File: src/sv/twsbm_pkg.sv
// ----------------------------------------------------------------------------
// twsbm_pkg
// Shared types and constants for the two-wire sensor bus master.
// ----------------------------------------------------------------------------
package twsbm_pkg;

   localparam int unsigned CMD_W     = 8;
   localparam int unsigned TIMEOUT_W = 24;
   localparam int unsigned CSR_IDX_W = 2;
   localparam int unsigned REQ_DATA_W = 8;
   localparam int unsigned RSP_DATA_W = 32;

   localparam logic [CMD_W-1:0]     TEMP_CMD_RST    = 8'd3;
   localparam logic [CMD_W-1:0]     HUM_CMD_RST     = 8'd5;
   localparam logic [CMD_W-1:0]     SOFT_CMD_RST    = 8'd30;
   localparam logic [TIMEOUT_W-1:0] WAIT_TIMEOUT_RST = 24'd160000;

   // start pattern, tick i in bit i
   localparam logic [7:0] START_CLK = 8'h6C;
   localparam logic [7:0] START_DAT = 8'hC7;

   typedef enum logic [1:0] {
      OP_TICK     = 2'd0,
      OP_SOFT_RST = 2'd1,
      OP_TEMP     = 2'd2,
      OP_HUMIDITY = 2'd3
   } op_type;

   typedef enum logic [1:0] {
      CSR_TEMP_CMD     = 2'd0,
      CSR_HUM_CMD      = 2'd1,
      CSR_SOFT_CMD     = 2'd2,
      CSR_WAIT_TIMEOUT = 2'd3
   } csr_index_type;

   typedef enum logic [3:0] {
      PH_IDLE      = 4'd0,
      PH_RST_PRE   = 4'd1,
      PH_RST_PULSE = 4'd2,
      PH_START     = 4'd3,
      PH_WBIT      = 4'd4,
      PH_WACK      = 4'd5,
      PH_WAIT      = 4'd6,
      PH_RPRE      = 4'd7,
      PH_RBIT      = 4'd8,
      PH_RACK      = 4'd9
   } phase_type;

   typedef struct packed {
      logic [CMD_W-1:0]     temp_cmd;
      logic [CMD_W-1:0]     hum_cmd;
      logic [CMD_W-1:0]     soft_cmd;
      logic [TIMEOUT_W-1:0] wait_timeout;
   } cfg_type;

   typedef struct packed {
      logic        clock_level;
      logic        data_drive;
      logic        data_level;
      logic        busy;
      logic        done;
      logic [15:0] measurement;
      logic [7:0]  crc_byte;
      logic [1:0]  error_count;
   } res_type;

endpackage

File: src/sv/twsbm_csr.sv
// ----------------------------------------------------------------------------
// twsbm_csr
// Configuration register file: command bytes and wait timeout.
// ----------------------------------------------------------------------------
module twsbm_csr (
   input  logic                                clock,
   input  logic                                reset,
   input  logic                                csr_valid,
   output logic                                csr_ready,
   input  logic [twsbm_pkg::CSR_IDX_W-1:0]     csr_index,
   input  logic [twsbm_pkg::TIMEOUT_W-1:0]     csr_data,
   output twsbm_pkg::cfg_type                  cfg
);

   twsbm_pkg::cfg_type cfg_ff, cfg_in;

   assign csr_ready = 1'b1;
   assign cfg       = cfg_ff;

   always_comb begin
      cfg_in = cfg_ff;
      if (csr_valid) begin
         unique case (twsbm_pkg::csr_index_type'(csr_index))
            twsbm_pkg::CSR_TEMP_CMD:     cfg_in.temp_cmd = csr_data[twsbm_pkg::CMD_W-1:0];
            twsbm_pkg::CSR_HUM_CMD:      cfg_in.hum_cmd  = csr_data[twsbm_pkg::CMD_W-1:0];
            twsbm_pkg::CSR_SOFT_CMD:     cfg_in.soft_cmd = csr_data[twsbm_pkg::CMD_W-1:0];
            twsbm_pkg::CSR_WAIT_TIMEOUT: cfg_in.wait_timeout = csr_data;
            default:                     cfg_in = cfg_ff;
         endcase
      end
   end

   always_ff @(posedge clock) begin
      if (reset) begin
         cfg_ff.temp_cmd     <= twsbm_pkg::TEMP_CMD_RST;
         cfg_ff.hum_cmd      <= twsbm_pkg::HUM_CMD_RST;
         cfg_ff.soft_cmd     <= twsbm_pkg::SOFT_CMD_RST;
         cfg_ff.wait_timeout <= twsbm_pkg::WAIT_TIMEOUT_RST;
      end else begin
         cfg_ff <= cfg_in;
      end
   end

endmodule

File: src/sv/twsbm_seq.sv
// ----------------------------------------------------------------------------
// twsbm_seq
// Bus sequencer: advances one phase tick per step and forms the pin drive.
// ----------------------------------------------------------------------------
module twsbm_seq #(
   parameter int unsigned RESET_PULSES  = 9,
   parameter int unsigned TIMEOUT_WIDTH = 24
) (
   input  logic                clock,
   input  logic                reset,
   input  logic                step,
   input  logic [1:0]          op,
   input  logic                ds,
   input  twsbm_pkg::cfg_type  cfg,
   output twsbm_pkg::res_type  res
);

   localparam int unsigned LIM_W =
      (TIMEOUT_WIDTH > twsbm_pkg::TIMEOUT_W) ? TIMEOUT_WIDTH : twsbm_pkg::TIMEOUT_W;
   localparam logic [LIM_W-1:0] LIM_MAX = LIM_W'({TIMEOUT_WIDTH{1'b1}});
   localparam logic [4:0] PULSE_LAST = 5'(RESET_PULSES);

   twsbm_pkg::phase_type       phase_ff, phase_in;
   logic [2:0]                 ptick_ff, ptick_in;
   logic [3:0]                 bit_ff, bit_in;
   logic [1:0]                 byte_ff, byte_in;
   logic [7:0]                 shift_ff, shift_in;
   logic [TIMEOUT_WIDTH-1:0]   wcount_ff, wcount_in;
   logic [1:0]                 err_ff, err_in;
   logic [15:0]                word_ff, word_in;
   logic [7:0]                 crc_ff, crc_in;
   logic [1:0]                 cmd_ff, cmd_in;

   logic [LIM_W-1:0]           tmo_wide;
   logic [TIMEOUT_WIDTH-1:0]   wait_limit;
   logic [TIMEOUT_WIDTH:0]     wcount_inc;
   logic                       clk_v, drv_v, lvl_v, done_v, busy_v;

   assign tmo_wide   = LIM_W'(cfg.wait_timeout);
   assign wait_limit = (tmo_wide > LIM_MAX) ? LIM_MAX[TIMEOUT_WIDTH-1:0]
                                            : tmo_wide[TIMEOUT_WIDTH-1:0];
   assign wcount_inc = {1'b0, wcount_ff} + {{TIMEOUT_WIDTH{1'b0}}, 1'b1};

   always_comb begin
      phase_in  = phase_ff;
      ptick_in  = ptick_ff;
      bit_in    = bit_ff;
      byte_in   = byte_ff;
      shift_in  = shift_ff;
      wcount_in = wcount_ff;
      err_in    = err_ff;
      word_in   = word_ff;
      crc_in    = crc_ff;
      cmd_in    = cmd_ff;
      clk_v     = 1'b0;
      drv_v     = 1'b0;
      lvl_v     = 1'b0;
      done_v    = 1'b0;
      busy_v    = 1'b0;

      if (phase_ff == twsbm_pkg::PH_IDLE && op != twsbm_pkg::OP_TICK) begin
         cmd_in   = op;
         err_in   = '0;
         word_in  = '0;
         crc_in   = '0;
         byte_in  = '0;
         bit_in   = '0;
         ptick_in = '0;
         phase_in = (op == twsbm_pkg::OP_SOFT_RST) ? twsbm_pkg::PH_RST_PRE
                                                   : twsbm_pkg::PH_START;
      end

      busy_v = (phase_in != twsbm_pkg::PH_IDLE);

      unique case (phase_in)
         twsbm_pkg::PH_IDLE: begin
         end
         twsbm_pkg::PH_RST_PRE: begin
            drv_v = 1'b1;
            lvl_v = 1'b1;
            if (ptick_in == 3'd1) begin
               ptick_in = '0;
               bit_in   = '0;
               phase_in = twsbm_pkg::PH_RST_PULSE;
            end else begin
               ptick_in = ptick_in + 3'd1;
            end
         end
         twsbm_pkg::PH_RST_PULSE: begin
            drv_v = 1'b1;
            lvl_v = 1'b1;
            if (ptick_in == '0) begin
               clk_v    = 1'b1;
               ptick_in = 3'd1;
            end else begin
               ptick_in = '0;
               if ({1'b0, bit_in} + 5'd1 >= PULSE_LAST) begin
                  bit_in   = '0;
                  phase_in = twsbm_pkg::PH_START;
               end else begin
                  bit_in = bit_in + 4'd1;
               end
            end
         end
         twsbm_pkg::PH_START: begin
            clk_v = twsbm_pkg::START_CLK[ptick_in];
            drv_v = 1'b1;
            lvl_v = twsbm_pkg::START_DAT[ptick_in];
            if (ptick_in == 3'd7) begin
               ptick_in = '0;
               bit_in   = '0;
               phase_in = twsbm_pkg::PH_WBIT;
               unique case (twsbm_pkg::op_type'(cmd_in))
                  twsbm_pkg::OP_SOFT_RST: shift_in = cfg.soft_cmd;
                  twsbm_pkg::OP_TEMP:     shift_in = cfg.temp_cmd;
                  default:                shift_in = cfg.hum_cmd;
               endcase
            end else begin
               ptick_in = ptick_in + 3'd1;
            end
         end
         twsbm_pkg::PH_WBIT: begin
            clk_v = (ptick_in == 3'd1);
            drv_v = 1'b1;
            lvl_v = shift_in[7];
            if (ptick_in == 3'd2) begin
               ptick_in = '0;
               shift_in = {shift_in[6:0], 1'b0};
               if (bit_in == 4'd7) begin
                  bit_in   = '0;
                  phase_in = twsbm_pkg::PH_WACK;
               end else begin
                  bit_in = bit_in + 4'd1;
               end
            end else begin
               ptick_in = ptick_in + 3'd1;
            end
         end
         twsbm_pkg::PH_WACK: begin
            clk_v = (ptick_in == 3'd1);
            if (ptick_in == 3'd1 && ds && err_in != 2'd2) begin
               err_in = err_in + 2'd1;
            end
            if (ptick_in == 3'd2) begin
               ptick_in = '0;
               if (cmd_in == twsbm_pkg::OP_SOFT_RST) begin
                  done_v   = 1'b1;
                  phase_in = twsbm_pkg::PH_IDLE;
               end else begin
                  wcount_in = '0;
                  phase_in  = twsbm_pkg::PH_WAIT;
               end
            end else begin
               ptick_in = ptick_in + 3'd1;
            end
         end
         twsbm_pkg::PH_WAIT: begin
            if (!ds) begin
               phase_in = twsbm_pkg::PH_RPRE;
            end else begin
               wcount_in = wcount_inc[TIMEOUT_WIDTH-1:0];
               if (wcount_inc >= {1'b0, wait_limit}) begin
                  if (err_in != 2'd2) begin
                     err_in = err_in + 2'd1;
                  end
                  phase_in = twsbm_pkg::PH_RPRE;
               end
            end
         end
         twsbm_pkg::PH_RPRE: begin
            drv_v    = 1'b1;
            lvl_v    = 1'b1;
            ptick_in = '0;
            bit_in   = '0;
            shift_in = '0;
            phase_in = twsbm_pkg::PH_RBIT;
         end
         twsbm_pkg::PH_RBIT: begin
            if (ptick_in == '0) begin
               clk_v    = 1'b1;
               shift_in = {shift_in[6:0], ds};
               ptick_in = 3'd1;
            end else begin
               ptick_in = '0;
               if (bit_in == 4'd7) begin
                  bit_in   = '0;
                  phase_in = twsbm_pkg::PH_RACK;
               end else begin
                  bit_in = bit_in + 4'd1;
               end
            end
         end
         twsbm_pkg::PH_RACK: begin
            drv_v = 1'b1;
            if (ptick_in < 3'd2) begin
               clk_v    = (ptick_in == '0);
               lvl_v    = (byte_in == 2'd2);
               ptick_in = ptick_in + 3'd1;
            end else begin
               lvl_v    = 1'b1;
               ptick_in = '0;
               priority case (byte_in)
                  2'd0: begin
                     word_in  = {shift_in, 8'h00};
                     byte_in  = 2'd1;
                     phase_in = twsbm_pkg::PH_RPRE;
                  end
                  2'd1: begin
                     word_in  = {word_in[15:8], shift_in};
                     byte_in  = 2'd2;
                     phase_in = twsbm_pkg::PH_RPRE;
                  end
                  default: begin
                     crc_in   = shift_in;
                     done_v   = 1'b1;
                     phase_in = twsbm_pkg::PH_IDLE;
                  end
               endcase
            end
         end
         default: begin
            phase_in = twsbm_pkg::PH_IDLE;
         end
      endcase

      res.clock_level = clk_v;
      res.data_drive  = drv_v;
      res.data_level  = drv_v & lvl_v;
      res.busy        = busy_v;
      res.done        = done_v;
      res.measurement = done_v ? word_in : 16'h0000;
      res.crc_byte    = done_v ? crc_in : 8'h00;
      res.error_count = done_v ? err_in : 2'd0;
   end

   always_ff @(posedge clock) begin
      if (reset) begin
         phase_ff  <= twsbm_pkg::PH_IDLE;
         ptick_ff  <= '0;
         bit_ff    <= '0;
         byte_ff   <= '0;
         shift_ff  <= '0;
         wcount_ff <= '0;
         err_ff    <= '0;
         word_ff   <= '0;
         crc_ff    <= '0;
         cmd_ff    <= '0;
      end else if (step) begin
         phase_ff  <= phase_in;
         ptick_ff  <= ptick_in;
         bit_ff    <= bit_in;
         byte_ff   <= byte_in;
         shift_ff  <= shift_in;
         wcount_ff <= wcount_in;
         err_ff    <= err_in;
         word_ff   <= word_in;
         crc_ff    <= crc_in;
         cmd_ff    <= cmd_in;
      end
   end

endmodule

File: src/sv/two_wire_sensor_bus_master_unit.sv
// ----------------------------------------------------------------------------
// two_wire_sensor_bus_master_unit
// Bit-level master for a two-wire humidity/temperature sensor bus.
// ----------------------------------------------------------------------------
// each req transaction is one bus phase tick: tuser carries the command
// (plain tick, soft reset, temperature, humidity) and tdata the sampled
// data pin. every req transaction gives exactly one rsp transaction with the
// clock level and data drive for that tick; tlast marks the tick that ends
// a command sequence, and then tdata also carries the measurement, the
// checksum byte and the error count.
// a req transaction lands in an input register and its rsp is registered in
// an output register when the sequencer steps on it. one transaction per
// cycle is sustained unless the receiver stalls; the sequencer state advances
// once per tick through a single step of logic between the two registers.
// when the receiver stalls, the output register holds its rsp, the input
// register holds the next tick and req_tready drops only once both are full.
// reset returns the sequencer to idle, empties both registers and loads the
// register defaults (commands 3, 5, 30; wait timeout 160000 ticks).
// the csr channel is always ready and takes one register write per cycle.
// ----------------------------------------------------------------------------
module two_wire_sensor_bus_master_unit #(
   parameter int unsigned RESET_PULSES  = 9,
   parameter int unsigned TIMEOUT_WIDTH = 24
) (
   input  logic                                    clock,
   input  logic                                    reset,
   input  logic                                    req_tvalid,
   output logic                                    req_tready,
   input  logic [twsbm_pkg::REQ_DATA_W-1:0]        req_tdata,   // data_sample
   input  logic [1:0]                              req_tuser,   // op
   output logic                                    rsp_tvalid,
   input  logic                                    rsp_tready,
   // clock_level, data_drive, data_level, busy_res, measurement, crc_byte,
   // error_count
   output logic [twsbm_pkg::RSP_DATA_W-1:0]        rsp_tdata,
   output logic                                    rsp_tlast,   // done_res
   input  logic                                    csr_valid,
   output logic                                    csr_ready,
   input  logic [twsbm_pkg::CSR_IDX_W-1:0]         csr_index,
   input  logic [twsbm_pkg::TIMEOUT_W-1:0]         csr_data
);

   twsbm_pkg::cfg_type cfg;
   twsbm_pkg::res_type res;

   logic        in_valid_ff, in_valid_in;
   logic [1:0]  in_op_ff;
   logic        in_ds_ff;
   logic        rsp_valid_ff, rsp_valid_in;
   logic [twsbm_pkg::RSP_DATA_W-1:0] rsp_data_ff;
   logic        rsp_last_ff;
   logic        advance;
   logic        step;
   logic        req_take;

   assign advance    = !rsp_valid_ff || rsp_tready;
   assign step       = in_valid_ff && advance;
   assign req_tready = !in_valid_ff || advance;
   assign req_take   = req_tvalid && req_tready;

   assign in_valid_in  = req_take ? 1'b1 : (step ? 1'b0 : in_valid_ff);
   assign rsp_valid_in = step ? 1'b1 : (rsp_tready ? 1'b0 : rsp_valid_ff);

   twsbm_csr u_csr (
      .clock     (clock),
      .reset     (reset),
      .csr_valid (csr_valid),
      .csr_ready (csr_ready),
      .csr_index (csr_index),
      .csr_data  (csr_data),
      .cfg       (cfg)
   );

   twsbm_seq #(
      .RESET_PULSES  (RESET_PULSES),
      .TIMEOUT_WIDTH (TIMEOUT_WIDTH)
   ) u_seq (
      .clock (clock),
      .reset (reset),
      .step  (step),
      .op    (in_op_ff),
      .ds    (in_ds_ff),
      .cfg   (cfg),
      .res   (res)
   );

   always_ff @(posedge clock) begin
      if (reset) begin
         in_valid_ff  <= 1'b0;
         rsp_valid_ff <= 1'b0;
      end else begin
         in_valid_ff  <= in_valid_in;
         rsp_valid_ff <= rsp_valid_in;
      end
   end

   always_ff @(posedge clock) begin
      if (req_take) begin
         in_op_ff <= req_tuser;
         in_ds_ff <= req_tdata[0];
      end
      if (step) begin
         rsp_data_ff <= {2'b00, res.error_count, res.crc_byte, res.measurement,
                         res.busy, res.data_level, res.data_drive, res.clock_level};
         rsp_last_ff <= res.done;
      end
   end

   assign rsp_tvalid = rsp_valid_ff;
   assign rsp_tdata  = rsp_data_ff;
   assign rsp_tlast  = rsp_last_ff;

endmodule
File: config.mk
export PLATFORM = sky130hd
export DESIGN_NAME = two_wire_sensor_bus_master_unit
export DESIGN_NICKNAME = d
export VERILOG_FILES = /design/src/sv/twsbm_pkg.sv /design/src/sv/twsbm_csr.sv /design/src/sv/twsbm_seq.sv /design/src/sv/two_wire_sensor_bus_master_unit.sv
export SDC_FILE = /design/constraint.sdc
export NUM_CORES = 1
export LEC_CHECK = 0
export BUFFER_PORTS_ARGS = -buffer_cell sky130_fd_sc_hd__buf_2
export CAP_MARGIN = 0
export CORE_ASPECT_RATIO = 1.2
export CORE_UTILIZATION = 35
export CTS_BUF_LIST = sky130_fd_sc_hd__clkbuf_8
export DETAILED_ROUTE_END_ITERATION = 8
export GPL_TIMING_DRIVEN = 0
export SYNTH_ARGS = -nofsm -noshare
export SYNTH_HDL_FRONTEND = slang
export SYNTH_SLANG_ARGS = --single-unit
File: constraint.sdc
create_clock -name clock -period 7.99 [get_ports clock]
set_clock_uncertainty 0.05 [all_clocks]
set_input_delay 0.799 -clock clock [delete_from_list [all_inputs] [get_ports clock]]
set_output_delay 0.799 -clock clock [all_outputs]
set_load 0.05 [all_outputs]
# --- After elaboration in Yosys (flattened, before gate mapping) ---
# Memories as Yosys holds them, arrays and structs flattened.
# Cells that the tools add are included.
word_totals:
  output_inout_bits: 36
  n_memories: 2
  regBits: 157
  romBits: 16
mem_list:
  columns: ["name", "depth", "word_bits", "read_ports", "rd_clocked_by_memory_dff", "wr", "line_no", "text"]
  rows:
  - ["(name not given)", 8, 1, 1, 0, 0, "twsbm_seq.sv:106", "clk_v = twsbm_pkg::START_CLK[ptick_in];"]
  - ["(name not given)", 8, 1, 1, 0, 0, "twsbm_seq.sv:108", "lvl_v = twsbm_pkg::START_DAT[ptick_in];"]
op_classes:
  eq_ne: 28
  addsub: 5
  n_reduce_logical: 31
  n_bitwise: 1
  muxes: 79
  order_cmp: 5
op_table:
  columns: ["operator", "count"]
  rows:
  - ["$mux W24", 4]
  - ["$mux W4", 21]
  - ["$mux W8", 7]
  - ["$mux W16", 3]
  - ["$pmux W24 S2", 1]
  - ["$pmux W4 S10", 1]
  - ["$pmux W16 S2", 1]
  - ["$pmux W8 S4", 1]
  - ["$add A24 B1 Y25 const B", 1]
  - ["$ge A25 B24 Y1", 1]
  - ["$gt A24 B24 Y1 const B", 1]
  - ["$pmux W4 S6", 1]
  - ["$mux W3", 7]
  - ["$eq A4 B3 Y1 const B", 5]
  - ["$mux W2", 10]
  - ["$pmux W3 S6", 1]
  - ["$pmux W8 S2", 1]
  - ["$mux W1", 15]
  - ["$reduce_and A5 Y1", 2]
  - ["$eq A2 B1 Y1 const B", 4]
  - ["$eq A2 B2 Y1 const B", 4]
  - ["$eq A4 B2 Y1 const B", 2]
  - ["$eq A4 B4 Y1 const B", 2]
  - ["$logic_not A4 Y1", 2]
  - ["other kinds (28)", 51]

# --- Depth between registers and ports, before layout ---
depth:
  word_depth: 8
  ltp_mapped: 15
  mapped_depth_nobuf: 14

# --- By module ---
# Synthesis repeated with hierarchy kept, for this count alone.
hier_totals:
  cells_unflattened: 1023
  area_unflattened_um2: 8743.4
modules_own_cells:
  columns: ["mod", "n_inst", "area_per_inst_um2", "cells_per_inst", "seq_area_each_um2"]
  rows:
  - ["twsbm_seq", 1, 5597.9, 781, 1461.4]
  - ["twsbm_csr", 1, 2001.9, 195, 960.9]
  - ["two_wire_sensor_bus_master_unit", 1, 1143.6, 47, 1061.0]

# --- Worst setup path before layout ---
# Ideal clock, no wire load.
synth_timing:
  kind: "register to register"
  from: "register u_seq.wcount_ff[0]"
  to: "register u_seq.err_ff[1]"
  required_time_ns: 7.849
  arrival_ns: 3.347
  stages_incl_launch_ff: 15
  path_buffers: 0
  synth_period_minus_slack_ns: 3.488
  path_slack_ns: 4.502
  path_cell_list: "dfxtp_1 -> ha_1 -> nand2_1 -> nor4_2 -> nand3_1 -> nor2_1 -> xor2_1 -> ha_1 -> a211oi_1 -> o21ai_0 -> o211ai_1 -> o211ai_1 -> o21a_1 -> or3_1 -> a311oi_1"
synth_via:
  elab_chain_cells: 5
synth_rtl:
  columns: ["item", "line_no", "text"]
  rows:
  - ["from (decl)", "twsbm_seq.sv:28", "logic [TIMEOUT_WIDTH-1:0] wcount_ff, wcount_in;"]
  - ["from (signal assigned)", "twsbm_seq.sv:254", "wcount_ff <= wcount_in;"]
  - ["$add A24 B1 Y25", "twsbm_seq.sv:42", "assign wcount_inc = {1'b0, wcount_ff} + {{TIMEOUT_WIDTH{1'b0}}, 1'b1};"]
  - ["$ge A25 B24 Y1", "twsbm_seq.sv:162", "if (wcount_inc >= {1'b0, wait_limit}) begin"]
  - ["$mux W2", "twsbm_seq.sv:162", null]
  - ["$mux W2", "twsbm_seq.sv:158", "if (!ds) begin"]
  - ["$pmux W2 S2", "twsbm_seq.sv:75", "unique case (phase_in)"]
  - ["to (signal assigned)", "twsbm_seq.sv:255", "err_ff <= err_in;"]
  - ["to (decl)", "twsbm_seq.sv:29", "logic [1:0] err_ff, err_in;"]
# Every way passes these cells.
# A chain may end at the register's enable or synchronous reset.

# --- Worst setup path after layout ---
layout_timing:
  from: "register u_seq.wcount_ff[0]"
  to: "register rsp_data_ff (netlist bit rsp_tdata[29]), data pin"
layout_via:
  elab_chain_cells: 5
layout_rtl:
  columns: ["item", "line_no", "text"]
  rows:
  - ["$add A24 B1 Y25", "twsbm_seq.sv:42", null]
  - ["$ge A25 B24 Y1", "twsbm_seq.sv:162", null]
  - ["$mux W2", "twsbm_seq.sv:162", null]
  - ["$mux W2", "twsbm_seq.sv:158", null]
  - ["$pmux W2 S2", "twsbm_seq.sv:75", null]
  - ["to (signal assigned)", "two_wire_sensor_bus_master_unit.sv:103", "rsp_data_ff <= {2'b00, res.error_count, res.crc_byte, res.measurement,"]
  - ["to (decl)", "two_wire_sensor_bus_master_unit.sv:50", "logic [twsbm_pkg::RSP_DATA_W-1:0] rsp_data_ff;"]
# Every way passes these cells.

==> out/metrics.yaml <==
floorplanning:
  io_pins: 77
  start_util_pct: 35.71
  die_height_um: 170.5
  rows: 61
  coreArea_um2: 23200
  die_w_um: 142.5
  dieArea_um2: 24300
global_routing:
  grt_pass1_vias: 6916
  grt_max_degree: 41
  grt.overflow.total: 0
  grt.total_usage_pct: 19.02
  grt_antenna_before_repair: 0
  grt_pass1_wl_mm: 35.87
timing:
  hold_viol_final: 0
  layout_min_cycle_time_ns: 4.633
  setup_tns_ns: 0
  slew_viol_final: 0
  worst_pin_slew_ns: 0.9637
  slew_headroom_pct: 35.75
  rsz0062_at_grt: "false"
  finalSetupViolations: 0
  max_freq_mhz: 215.8
  fin_crit_sh_pct: 57.99
synth:
  synthDominantCellAreaShare_pct: 29.72
  syn-cell-area_um2: 8285
  synth_cell_types: 69
  synth_area_leader_cell: "dfxtp_1"
  synth_compound_area_share_pct: 20.02
  synth_flop_cell: "dfxtp_1"
  synthArstFlopShare_pct: 0
  syn_area_per_cell_um2: 8.395
  synthAdderAreaFrac_pct: 5.889
  netlist_instances: 987
  synth_area_leaders: "dfxtp_1 30%, edfxtp_1 12%, nor2_1 6.4%"
  yosysWarnings: 0
  ys_ff_latch: 157
  yosysSeqAreaShare_pct: 42.04
  muxShareOfSynthArea_pct: 2.794
  ys_top_cells_by_count: "142 x nor2_1, 123 x dfxtp_1, 119 x nand2_1, 79 x a21oi_1, 57 x a22oi_1"
  post_synth_xor_area_fraction_pct: 2.431
  synth_top_family_by_area: "simple AND/OR/NAND/NOR gates"
  synth_edf_count: 34
  yosys.area_share.simple_pct: 21.23
  yosysMostFrequentCell: "nor2_1"
setup_path:
  critical_path.cell_chain: "ha_1 > nand2_1 > nor4_2 > nand3_1 > nor2_1 > xor2_1 > ha_1 > nand4_1 > nor4_1 > a22oi_1 > o211ai_1 > o21a_1 > o21ai_0 > a21oi_1"
  cp_common_cell: "ha_1"
  crit_slowest_cell: "nor4_1"
  crit_required_ns: 8.23
  critPathKind: "flip-flop to flip-flop"
  startpoint_type: "flip-flop"
  cp-end-kind: "flip-flop"
  max_stage_delay_ns: 0.58
  crit_path_max_fanout: 7
  cp.arrival_ns: 4.87
route:
  drt-initial-drc-count: 515
  viasPerCell: 5.231
  drcViolationCount: 0
  wire_per_inst_um: 15.80
  antenna_left: 0
  first_pass_iters: 5
  vias: 7323
  wl_mm: 22.11
clocking:
  cts_sinks: 157
  root_buffer: "clkbuf_8"
  cts_resized: 0
  postCtsSetupRepairBufs: 0
  path_clk_slew_ns: 0.10
  cts_made_buffers: 17
  tritoncts: "yes"
  clk-insertion-delay-late_ns: 0.47
  hold_buffers: 0
  clock_path_buffers: 2
  htreeDepth: 4
pwr:
  switchingPower_uw: 500.3
  power_leakage_nw: 3.576
  p_sw_share_pct: 30.34
  internal_power_mw: 1.148
  pwr-share-seq_pct: 51.1
  combinationalPowerShare_pct: 12.7
  powerDensity_nw_per_um2: 175.5
  clkPwrFrac_pct: 36.2
  ir_worst_vdd_v: 0.0001068
  design_power_total_mw: 1.649
cells_and_area:
  drive_gt1_share_pct: 12.26
  seq_area_um2: 3483
  final_nets: 1152
  diodes: 0
  instances_no_fill: 1400
  multi_input_area_um2: 4350
  area_growth_syn_to_layout_pct: 13.39
  fill_cells: 2389
hold_path:
  hold_path.class: "flip-flop to flip-flop"
flow_run:
  maxCapViolations: 0
run_status:
  status: "finished clean"
place:
  port_buffers: 65
  place_congestion: 0.9445
  post-dp-hpwl_mm: 16.29
  dp_cells: 1368
[worst paths after layout]
kind                                         start  cells after the start             to  slack [ns]
worst max-delay path            u_seq.wcount_ff[0]                     14  rsp_tdata[29]        3.36
worst min-delay path                  u_csr.cfg[7]                      2   u_csr.cfg[7]        0.41
worst max register to register  u_seq.wcount_ff[0]                     14  rsp_tdata[29]        3.36
worst min register to register        u_csr.cfg[7]                      2   u_csr.cfg[7]        0.41
[power groups by stage]
stage                     clock (mW)  sequential [mW]  combinational (mW)
final                          0.597            0.842               0.210
after global routing           0.638            0.845               0.230
after CTS                      0.609            0.842               0.210
after detailed placement           0            0.861               0.209
after global placement             0            0.861               0.208
after floorplan                    0            0.887               0.119
[per-stage QoR]
stage	hold WS, ns	worst slack (ns)	util [%]	cell area [um2]
global placement	0.3920	3.544	38.83	9009
detailed placement	0.3961	3.533	38.83	9010
global route	0.4238	3.120	40.49	9395
floorplan	0.3837	4.502	-	8289
finish	0.4083	3.357	40.49	9395
CTS	0.4100	3.406	40.49	9395
[cell families (layout without fill, tap and decap cells)]
family                   count (synthesis)  in the layout
buffers and inverters                  110            207
multiplexers                            23             23
flip-flops                             157            157
other                                    2              3
AND/OR/NAND/NOR                        381            381
AO/OA/AOI/OAI                          252            252
adder cells (fa/ha/maj)                 39             39
XOR/XNOR                                23             23
[per-layer routing]
| layer | share of wire, % | global-route usage [%] | wire length, um | vias up |
|---|---|---|---|---|
| met4 | 2.1 | 7.200 | 474 | 0 |
| met1 | 45 | 23.46 | 9906 | 3417 |
| met5 | 0 | 0 | 0 | - |
| met3 | 4.2 | 3.107 | 939 | 38 |
| met2 | 49 | 33.03 | 10790 | 217 |
| li1 | - | - | - | 3651 |
[worst max-delay path: cells and delay by family, from the launching register on]
family	cells	cell delay, ns
flops	1	0.48
compound gates	5	1.12
fa+ha+maj	2	0.55
simple gates	6	1.99
xor+xnor	1	0.24
[cell type report]
type / instances / share of cell area, %
clock inverter: 15 / 1.611
buffer: 66 / 3.103
clock buffer: 17 / 2.490
multi-input combinational: 721 / 46.30
inverter: 44 / 1.758
timing repair buffer: 65 / 3.463
tap: 315 / 4.195
sequential: 157 / 37.08
[cells in the final DEF, fill, tap and decap left out, drive strengths merged, types with 8 or more instances in the layout]
cell    synthesis  final
a211o          11     11
a21oi          81     81
a22oi          57     57
and3            9      9
buf            20     85
clkbuf         46     63
dfxtp         123    123
edfxtp         34     34
ha             39     39
inv            43     51
mux2i          22     22
nand2         120    120
nand3          33     33
nand3b         13     13
nand4           8      8
nor2          142    142
nor2b           8      8
nor3           13     13
nor4            9      9
o21ai          42     42
o22ai           8      8
xnor2          14     14
xor2            9      9
[state kept, by name, indices dropped and copies added, names as in the netlist]
register and flops:
in_ds_ff 1, in_op_ff 2, in_valid_ff 1, rsp_tdata 30, rsp_tlast 1, rsp_tvalid 1, u_csr.cfg 48, u_seq.bit_ff 4
u_seq.byte_ff 2, u_seq.cmd_ff 2, u_seq.crc_ff 8, u_seq.err_ff 2, u_seq.phase_ff 4, u_seq.ptick_ff 3, u_seq.shift_ff 8, u_seq.wcount_ff 24
u_seq.word_ff 16
Note: power is estimated with default switching activity, not from simulation.
